[config.mk]
export PLATFORM = sky130hd
export DESIGN_NAME = abvc_div_stage
export DESIGN_NICKNAME = d
export VERILOG_FILES = /design/src/hw/rtl/abvc_pkg.sv /design/src/hw/rtl/abvc_div_stage.sv
export SDC_FILE = /design/constraint.sdc
export NUM_CORES = 1
export LEC_CHECK = 0
export BUFFER_PORTS_ARGS = -buffer_cell sky130_fd_sc_hd__buf_4
export CAP_MARGIN = 20
export CELL_PAD_IN_SITES_DETAIL_PLACEMENT = 1
export CELL_PAD_IN_SITES_GLOBAL_PLACEMENT = 2
export CORE_ASPECT_RATIO = 0.8
export CORE_MARGIN = 1
export CORE_UTILIZATION = 31
export CTS_BUF_LIST = sky130_fd_sc_hd__clkbuf_4 sky130_fd_sc_hd__clkbuf_8
export DETAILED_ROUTE_END_ITERATION = 10
export PLACE_DENSITY_LB_ADDON = 0.1
export SYNTH_ARGS = -nofsm -noshare
export SYNTH_HDL_FRONTEND = slang
export SYNTH_SLANG_ARGS = --single-unit
export TNS_END_PERCENT = 20
[constraint.sdc]
create_clock -name clock -period 3.4 [get_ports clock]
set_input_delay 0.34 -clock clock [delete_from_list [all_inputs] [get_ports clock]]
set_output_delay 0.34 -clock clock [all_outputs]
set_load 0.02 [all_outputs]
[src/hw/rtl/abvc_pkg.sv]
`timescale 1ns / 1ps
`default_nettype none
// ----------------------------------------------------------------------------
// abvc_pkg
// Shared widths, constants and the divider stage word of the baud calculator.
// ----------------------------------------------------------------------------
package abvc_pkg;

   localparam int FRACTION_BITS = 32;
   localparam int BAUD_W        = 24;
   localparam int CLOCK_W       = 28;
   localparam int SAMP_W        = 5;
   localparam int PROD_W        = BAUD_W + SAMP_W;
   localparam int VALUE_W       = 16;
   localparam int QUOT_W        = FRACTION_BITS + 1;
   localparam int LATENCY       = FRACTION_BITS + 4;

   typedef struct packed {
      logic                valid;
      logic                oor;
      logic [CLOCK_W-1:0]  divisor;
      logic [PROD_W-1:0]   rem;
      logic [QUOT_W-1:0]   quot;
   } abvc_stage_type;

endpackage
`default_nettype wire

[src/hw/rtl/abvc_div_stage.sv]
`timescale 1ns / 1ps
`default_nettype none
// ----------------------------------------------------------------------------
// abvc_div_stage
// One registered restoring division step: one quotient bit per stage.
// ----------------------------------------------------------------------------
module abvc_div_stage (
   input  wire                          clock,
   input  wire                          reset,
   input  wire abvc_pkg::abvc_stage_type stage_d,
   output abvc_pkg::abvc_stage_type      stage_q
);

   abvc_pkg::abvc_stage_type stage_ff;
   abvc_pkg::abvc_stage_type stage_in;

   logic [abvc_pkg::PROD_W-1:0] shifted;
   logic                        ge;

   always_comb begin
      shifted  = {stage_d.rem[abvc_pkg::PROD_W-2:0], 1'b0};
      ge       = (shifted >= abvc_pkg::PROD_W'(stage_d.divisor));
      stage_in = stage_d;
      stage_in.rem  = ge ? (shifted - abvc_pkg::PROD_W'(stage_d.divisor)) : shifted;
      stage_in.quot = {stage_d.quot[abvc_pkg::QUOT_W-2:0], ge};
   end

   always_ff @(posedge clock) begin
      if (reset) begin
         stage_ff.valid <= 1'b0;
      end else begin
         stage_ff <= stage_in;
      end
   end

   assign stage_q = stage_ff;

endmodule
`default_nettype wire

==> flow_summary.yaml, run 1 <==
drt:
  drt_pre_antenna_iters: 4
  vias: 3838
  drt_iter0_drc: 116
  viasPerCell: 4.715
  wire_per_inst_microns: 16.10
  drt_wl_total_microns: 13100
  drc: 0
  drt.antenna.violating_nets: 0
synth:
  ys.flop_type: "edfxtp_1"
  syn_area_sq_mm: 0.004837
  ys_seq_area_share_pct: 56.91
  synth_cell_types: 57
  synth_top_area_share_pct: 56.49
  netlist_instances: 415
  synth-seq-cells: 92
  synth_edf_count: 91
  synthTopCellsByArea: "edfxtp_1 (56%), ha_1 (7.2%), nand2_1 (3.5%)"
  synth.avg_cell_area_sq_um: 11.66
  yosysTopAreaCell: "edfxtp_1"
  synthArstFlopShare_pct: 0
  synth_warnings: 0
  synth_nets: 538
placed_design:
  dp_hpwl_microns: 10310
  port_buffers: 183
  place.gp.congestion: 0.7640
  dp.cells: 798
floorplanning:
  die_x_microns: 141.7
  io_pins: 186
  die_area_sq_mm: 0.01611
  die_height_microns: 113.7
  row_count: 40
  initial_core_util_pct: 32.00
  core_sq_mm: 0.01511
sta:
  rsz0062_at_grt: "no"
  min_period_ps: 2517
  max_slew.worst_pin.slew_ps: 566.4
  tns_ps: 0
  min_period_over_period_pct: 74.04
  hold_viol_final: 0
  max_freq_ghz: 0.3972
  drv_slew: 0
  setup_viol: 0
  slew_headroom_pct: 62.24
final_layout:
  n_fill_cell: 1704
  synthToLayoutAreaGrowth_pct: 37.27
  final_cells: 814
  post-route-util_pct: 43.93
  largest_reg_flops: 92
  nets: 722
  diodes: 0
  drive_above_1_share_pct: 36.75
setup_path:
  cpMaxStageDelayCell: "o211a_2"
  crit_required_ps: 3540
  critPathMaxStageDelay_ps: 570
  cpMostUsedCell: "buf_4"
  crit_path_end_kind: "flop"
  cp_max_fo: 24
  start_kind: "input port"
  arrival_ps: 2660
  path_cells: "buf_4, ha_1, a21oi_1, a2bb2oi_1, a211oi_2, o211ai_1, o211a_2, buf_4, o21ai_0"
  crit_type: "in2reg"
global_route:
  antenna_found_initial: 0
  grt_max_degree: 37
  grt_pass1_vias: 4028
  grt_pass1_wl_microns: 20680
  grt_usage_pct: 16.73
  grt.overflow.total: 0
pwr:
  cellLeakagePower_uw: 0.002882
  vdd_ir_drop_max_mv: 0.2046
  p_per_area_mw_per_mm2: 457.0
  power_uw: 3035
clock_network:
  cts_buffer_depth: 2
  clockRootBuffer: "clkbuf_8"
  cts_resized: 0
  post_cts_buffers: 0
  htreeDepth: 3
  numCtsBuffers: 9
  clock-sinks: 92
  hold_buffers: 0
  tritoncts: "built"
  clkSlewWorstSetupHoldPaths_ps: 110
run:
  drv_cap: 0
min_path:
  worstHoldPathType: "in2reg"
run_status:
  outcome: "finished clean"
==> logic make-up (layout without fill, tap and decap cells) <==
family          count (synthesis)  in the layout  synth area share [%]
simple gates                  101            101                 10.22
mux                             3              3                0.6725
compound gates                117            117                 15.99
flops                          92             92                 56.91
xor+xnor                       21             21                 3.802
buf+inv                        52            241                 4.759
fa+ha+maj                      29             29                 7.657
==> path summary, 6_finish.rpt <==
kind	startpoint	endpoint	slack, ps	cells past startpoint
hold / removal	stage_d[9]	stage_q[10]	110	1
setup / recovery	stage_d[36]	stage_q[38]	880	9
==> stage by stage <==
stage	setup slack (ps)	hold WS [ps]	area (sq um)
final	882.7	114.5	6640
after global routing	598.5	81.01	6640
after CTS	834.2	88.40	6640
after detailed placement	406.3	519.3	6435
after global placement	433.1	518.7	6435
after floorplan	854.7	411.6	4837
==> synth_stat cells (all sizes together), types with 8 or more instances <==
cell type	number
xor2	13
o21ai	40
inv	37
xnor2	8
nand3	9
clkbuf	8
a31oi	9
a21o	13
ha	28
edfxtp	91
a21oi	25
nand2	45
nor2	15
==> placed cells by master (no fill, tap or decap), types with 4 or more instances in the layout <==
cell and instances:
a211o_1 4, a21o_1 13, a21oi_1 23, a31oi_1 8, and2_1 4, buf_4 187, clkbuf_8 9, edfxtp_1 91
ha_1 28, inv_1 36, nand2_1 45, nand2b_1 5, nand3_1 7, nand4_1 6, nor2_1 15, nor3_1 4
o21ai_0 32, o21ai_1 5, o21bai_1 4, xnor2_1 8, xor2_1 13
==> critical path: cells and delay by family <==
| family | cells | cell delay, ps |
|---|---|---|
| AO/OA/AOI/OAI | 6 | 1540 |
| adder cells (fa/ha/maj) | 1 | 360 |
| buffers and inverters | 2 | 400 |
==> report_power, final <==
part	switching, uW	leakage (uW)	internal, uW
registers	32.3	0.000898	1390
clock network	466	0.000103	293
logic	487	0.00188	368
==> layer usage <==
layer | vias to the layer above | part of all wire (%) | track usage (%)
li1 | 1893 | - | -
met2 | 118 | 45 | 26.37
met1 | 1814 | 48 | 22.24
met3 | 13 | 5.7 | 4.576
met5 | - | 0 | 0
met4 | 0 | 1.5 | 5.591
==> layout make-up <==
cell class                 count  area [sq um]  area share [%]
inverter                      37         141.4           2.129
tap                          210         262.8           3.957
sequential                    92          2753           41.45
multi-input combinational    271          1854           27.93
clock buffer                   9         123.9           1.865
clock inverter                 7         81.33           1.225
timing repair buffer         188          1424           21.44
Note: power is estimated with default switching activity, not from simulation.
==> run 2, diff against run 1 <==
Settings changed: ABC_AREA set to 1, CORE_UTILIZATION 31 to 26.
Clock period 3.4 ns to 2.1 ns, I/O delays scaled along.
==> run 2 against run 1 <==
Against the previous run: flip-flop and latch count unchanged; sequential power grew 61%; routed wire length is 39% higher; clock power grew 65%.
==> flow_summary.yaml, run 2 <==
synth:
  ys.flop_type: "edfxtp_1"
  synth.avg_cell_area_sq_um: 8.095
  synth_top_area_share_pct: 50.01
  synth_edf_count: 91
  synth_cell_types: 25
  yosysMostFrequentCell: "nand2_1"
  ys_seq_area_share_pct: 50.38
  yosysTopAreaCell: "edfxtp_1"
  synthArstFlopShare_pct: 0
  netlist_instances: 675
  synth_warnings: 0
  syn_area_sq_mm: 0.005464
  synth_common_cells: "nand2_1 (278), inv_1 (140), edfxtp_1 (91)"
  synth_nets: 798
  synthTopCellsByArea: "edfxtp_1 (50%), nand2_1 (19%), inv_1 (9.6%)"
  synth-seq-cells: 92
global_route:
  antenna_found_initial: 0
  grt_max_degree: 58
  grt_pass1_wl_microns: 29080
  grt.overflow.total: 0
  grt_pass1_vias: 5609
  grt_usage_pct: 17.54
floorplanning:
  initial_core_util_pct: 26.47
  io_pins: 186
  row_count: 47
  die_height_microns: 131.7
  die_area_sq_mm: 0.02160
  core_sq_mm: 0.02064
  die_x_microns: 164.1
setup_path:
  path_buf_inv: 3
  cp_max_fo: 4
  crit_type: "in2reg"
  cpMaxStageDelayCell: "ha_1"
  start_kind: "input port"
  critPathMaxStageDelay_ps: 340
  arrival_ps: 1960
  cpMostUsedCell: "nand2_1"
  crit_required_ps: 2250
  crit_path_end_kind: "flop"
  path_delay_family: "simple AND/OR/NAND/NOR gates"
  path_cells: "buf_4, inv_1, ha_1, nand2_1, buf_4, nor2_1, nand3_1, nand3b_1, nand2_1, nand2_1, nand2_1, nand3_1, nand2_1"
final_layout:
  diodes: 0
  drive_above_1_share_pct: 29.13
  layout_common_cells: "nand2_1 (278), buf_4 (254), inv_1 (139), edfxtp_1 (91), dlygate4sd3_1 (62)"
  nets: 1124
  final_common_cell: "nand2_1"
  synthToLayoutAreaGrowth_pct: 56.45
  largest_reg_flops: 92
  fin_area_sq_mm: 0.008548
placed_design:
  dpl_worst_slack_ps: -118.0
  port_buffers: 183
  place.gp.congestion: 0.8297
  place_area_sq_mm: 0.007735
  dp_hpwl_microns: 14630
sta:
  max_slew.worst_pin.slew_ps: 343.5
  hold_viol_final: 0
  drv_slew: 0
  min_period_over_period_pct: 85.98
  worst_hold_slack_ps: 33.64
  setup_ws_ps: 294.3
  setup_viol: 0
  slew_headroom_pct: 77.04
  max_freq_ghz: 0.5538
  min_period_ps: 1806
  rsz0062_at_grt: "no"
clock_network:
  cts_resized: 0
  htreeDepth: 3
  tritoncts: "built"
  clkSlewWorstSetupHoldPaths_ps: 100
  cts_buffer_depth: 2
  hold_buffers: 62
  post_cts_buffers: 0
  clockRootBuffer: "clkbuf_8"
  clock-sinks: 92
  numCtsBuffers: 9
drt:
  viasPerCell: 4.093
  vias: 5219
  drt.antenna.violating_nets: 0
  drt_wl_total_microns: 18270
  drc: 0
  wire_per_inst_microns: 14.33
  drt_pre_antenna_iters: 4
  drt_iter0_drc: 191
run_status:
  outcome: "finished clean"
run:
  drv_cap: 0
min_path:
  worstHoldPathType: "in2reg"
pwr:
  vdd_ir_drop_max_mv: 0.2589
  power_uw: 5323
  p_per_area_mw_per_mm2: 622.6
  cellLeakagePower_uw: 0.004441
[run 2: report_power, final]
| part | switching, uW | total, uW | leakage, uW | internal (uW) |
|---|---|---|---|---|
| Clock | 768 | 1250 | 0.0000929 | 487 |
| Sequential | 52.2 | 2290 | 0.000898 | 2240 |
| Combinational | 961 | 1770 | 0.00345 | 813 |
| Total | 1780 | 5320 | 0.00444 | 3540 |
[run 2: final timing paths]
path	start	endpoint	slack [ps]	cells after the start
max	stage_d[68]	stage_q[59]	290	13
min	stage_d[62]	stage_q[62]	30	1
[run 2: cell families after synthesis]
logic type                 share of synthesized area [%]
xor gates and xnor gates                           2.244
AOI/OAI and AO/OA                                  1.717
adders and majority gates                          6.778
DFF                                                50.38
and+or+nand+nor                                    28.03
buffers and inverters                              10.85
[run 2: metrics by stage]
stage	util, %	std cells	TNS (ps)
floorplan	-	675	0
global placement	37.47	1197	-846.5
detailed placement	37.47	1197	-1056
CTS	41.41	1275	0
global route	41.41	1275	0
finish	41.41	1275	0
[run 2: layout make-up]
cell class,count,area [sq um]
flip-flops and latches,92,2753
well taps,269,336.6
multi-input cells,435,2118
inverters,143,540.5
clock inverters,6,55.05
repair buffers,320,2608
fillers,2499,12090
clock buffers,10,137.6
[run 2: metal layers]
layer,wire length (microns),track usage [%],vias up
met5,0,0,-
met4,139,3.549,0
met3,744,3.093,12
met2,8002,28.06,126
met1,9378,24.59,2350
li1,-,-,2731
==> run 3, diff against run 2 <==
Settings changed: CORE_UTILIZATION 26 to 29.
Clock period 2.1 ns to 1.8 ns, I/O delays scaled along.
==> run 3 against run 2 <==
Against the previous run: sequential power increased by 17%; clock-buffer cell count decreased by 1; highest routed layer unchanged; sequential share of layout area decreased by 0.95 points; largest cell class is now buffers; largest power group unchanged; critical path type unchanged; critical endpoint is now stage_q[47]; flip-flop and latch count unchanged.
==> flow_summary.yaml, run 3 (same netlist as run 2, synthesis figures left out) <==
run_status:
  outcome: "finished clean"
floorplanning:
  core_sq_mm: 0.01828
  die_area_sq_mm: 0.01940
  initial_core_util_pct: 29.89
  row_count: 44
  die_x_microns: 155.5
  io_pins: 186
  die_height_microns: 124.8
setup_path:
  cpMaxStageDelayCell: "ha_1"
  critPathLaunch: "stage_d[58]"
  crit_type: "in2reg"
  start_kind: "input port"
  path_buf_inv: 3
  critPathMaxStageDelay_ps: 340
  path_cells: "buf_4, ha_1, nand2_1, nor3_1, nand2_1, a21oi_1, nor2_2, nand2_4, inv_2, buf_12, nand2_1, nand2_1"
  path_delay_family: "simple AND/OR/NAND/NOR gates"
  cp_max_fo: 16
  arrival_ps: 1850
  crit_required_ps: 1950
  crit_path_end_kind: "flop"
  cpMostUsedCell: "nand2_1"
final_layout:
  final_common_cell: "buf_4"
  final_cells: 1281
  synthToLayoutAreaGrowth_pct: 61.19
  n_fill_cell: 2252
  fin_area_sq_mm: 0.008807
  layout_common_cells: "buf_4 (276), nand2_1 (275), inv_1 (139), edfxtp_1 (91), dlygate4sd3_1 (62)"
  post-route-util_pct: 48.19
  nets: 1146
  diodes: 0
  drive_above_1_share_pct: 32.59
  largest_reg_flops: 92
sta:
  rsz0062_at_grt: "yes"
  max_slew.worst_pin.slew_ps: 498.7
  hold_viol_final: 0
  slew_headroom_pct: 66.75
  min_period_ps: 1703
  setup_viol: 0
  tns_ps: 0
  drv_slew: 0
  max_freq_ghz: 0.5873
  min_period_over_period_pct: 94.60
drt:
  drt_wl_total_microns: 18980
  drt.antenna.violating_nets: 0
  drc: 0
  viasPerCell: 4.260
  vias: 5457
  drt_iter0_drc: 139
  wire_per_inst_microns: 14.81
  drt_pre_antenna_iters: 4
pwr:
  p_per_area_mw_per_mm2: 711.7
  sw_frac_of_total_pct: 33.67
  p_comb_share_pct: 34.9
  cellLeakagePower_uw: 0.004563
  clkPwrFrac_pct: 22.3
  netSwitchingPower_uw: 2111
  seq_power_share_pct: 42.8
  internal-power_uw: 4157
  vdd_ir_drop_max_mv: 0.3473
clock_network:
  clock-sinks: 92
  numCtsBuffers: 9
  htreeDepth: 3
  cts_buffer_depth: 2
  clkSlewWorstSetupHoldPaths_ps: 100
  tritoncts: "built"
  clockRootBuffer: "clkbuf_8"
run:
  drv_cap: 0
global_route:
  grt_usage_pct: 20.01
  grt_max_degree: 92
  grt_pass1_wl_microns: 29740
  grt.overflow.total: 0
  antenna_found_initial: 0
  grt_pass1_vias: 5704
min_path:
  min-delay-start: "stage_d[36]"
  worstHoldPathType: "in2reg"
placed_design:
  place_area_sq_mm: 0.007865
  place.gp.congestion: 0.8212
  dp.cells: 1201
  dp_hpwl_microns: 14230
  port_buffers: 183
run 3: cell count changes in the layout (fill, tap and decap cells not counted), moves of 5 or more:
| cell | previous run | this run |
|---|---|---|
| nor2_2 | 6 | 11 |
| buf_4 | 254 | 276 |
| nor2_1 | 39 | 32 |
| ha_1 | 28 | 22 |
| ha_4 | 0 | 5 |
run 3: metal layers:
metal / global-route usage [%] / routed length (microns) / vias to the layer above
met2: 33.03 / 8793 / 134
met3: 3.514 / 944 / 13
met4: 4.441 / 174 / 0
met5: 0 / 0 / -
met1: 27.18 / 9065 / 2532
li1: - / - / 2778
run 3: layout make-up:
| cell class | instances | area, sq um | share of cell area [%] |
|---|---|---|---|
| repair buffers | 342 | 2773 | 31.48 |
| flip-flops and latches | 92 | 2753 | 31.25 |
| multi-input cells | 435 | 2241 | 25.44 |
| inverters | 143 | 540.5 | 6.137 |
| well taps | 253 | 316.6 | 3.594 |
| clock buffers | 9 | 123.9 | 1.406 |
| clock inverters | 7 | 60.06 | 0.6819 |
run 3: through the flow:
stage | total power (uW) | hold WS, ps | setup slack [ps]
finish | 6268 | 71.78 | 97.23
global route | 6623 | 59.02 | -17.14
CTS | 6299 | 41.16 | 17.85
detailed placement | 4759 | 359.6 | -414.8
global placement | 4722 | 358.0 | -379.5
floorplan | 3732 | 251.2 | -57.25
run 3: path summary, 6_finish.rpt:
path | to | cells past startpoint
setup / recovery | stage_q[47] | 12
hold / removal | stage_q[37] | 3
run 3: worst min-delay path: cells and delay by family:
family / cells / cell delay, ps
buf+inv: 1 / 90
simple gates: 2 / 90
run 3: timing repair:
item                                    4_1_cts  5_1_grt
endpoints found under the setup margin        0       26
resized for setup                             0       23
hold buffers                                 62        0
setup buffers                                 0        2
hold endpoints to repair                     61        0
run 3: power by group through the flow:
stage | sequential (uW) | combinational, uW | clock, uW
after global placement | 2720 | 2000 | 0
after global routing | 2710 | 2390 | 1530
after floorplan | 3010 | 722 | 0
final | 2680 | 2190 | 1400
after CTS | 2680 | 2150 | 1470
after detailed placement | 2730 | 2030 | 0
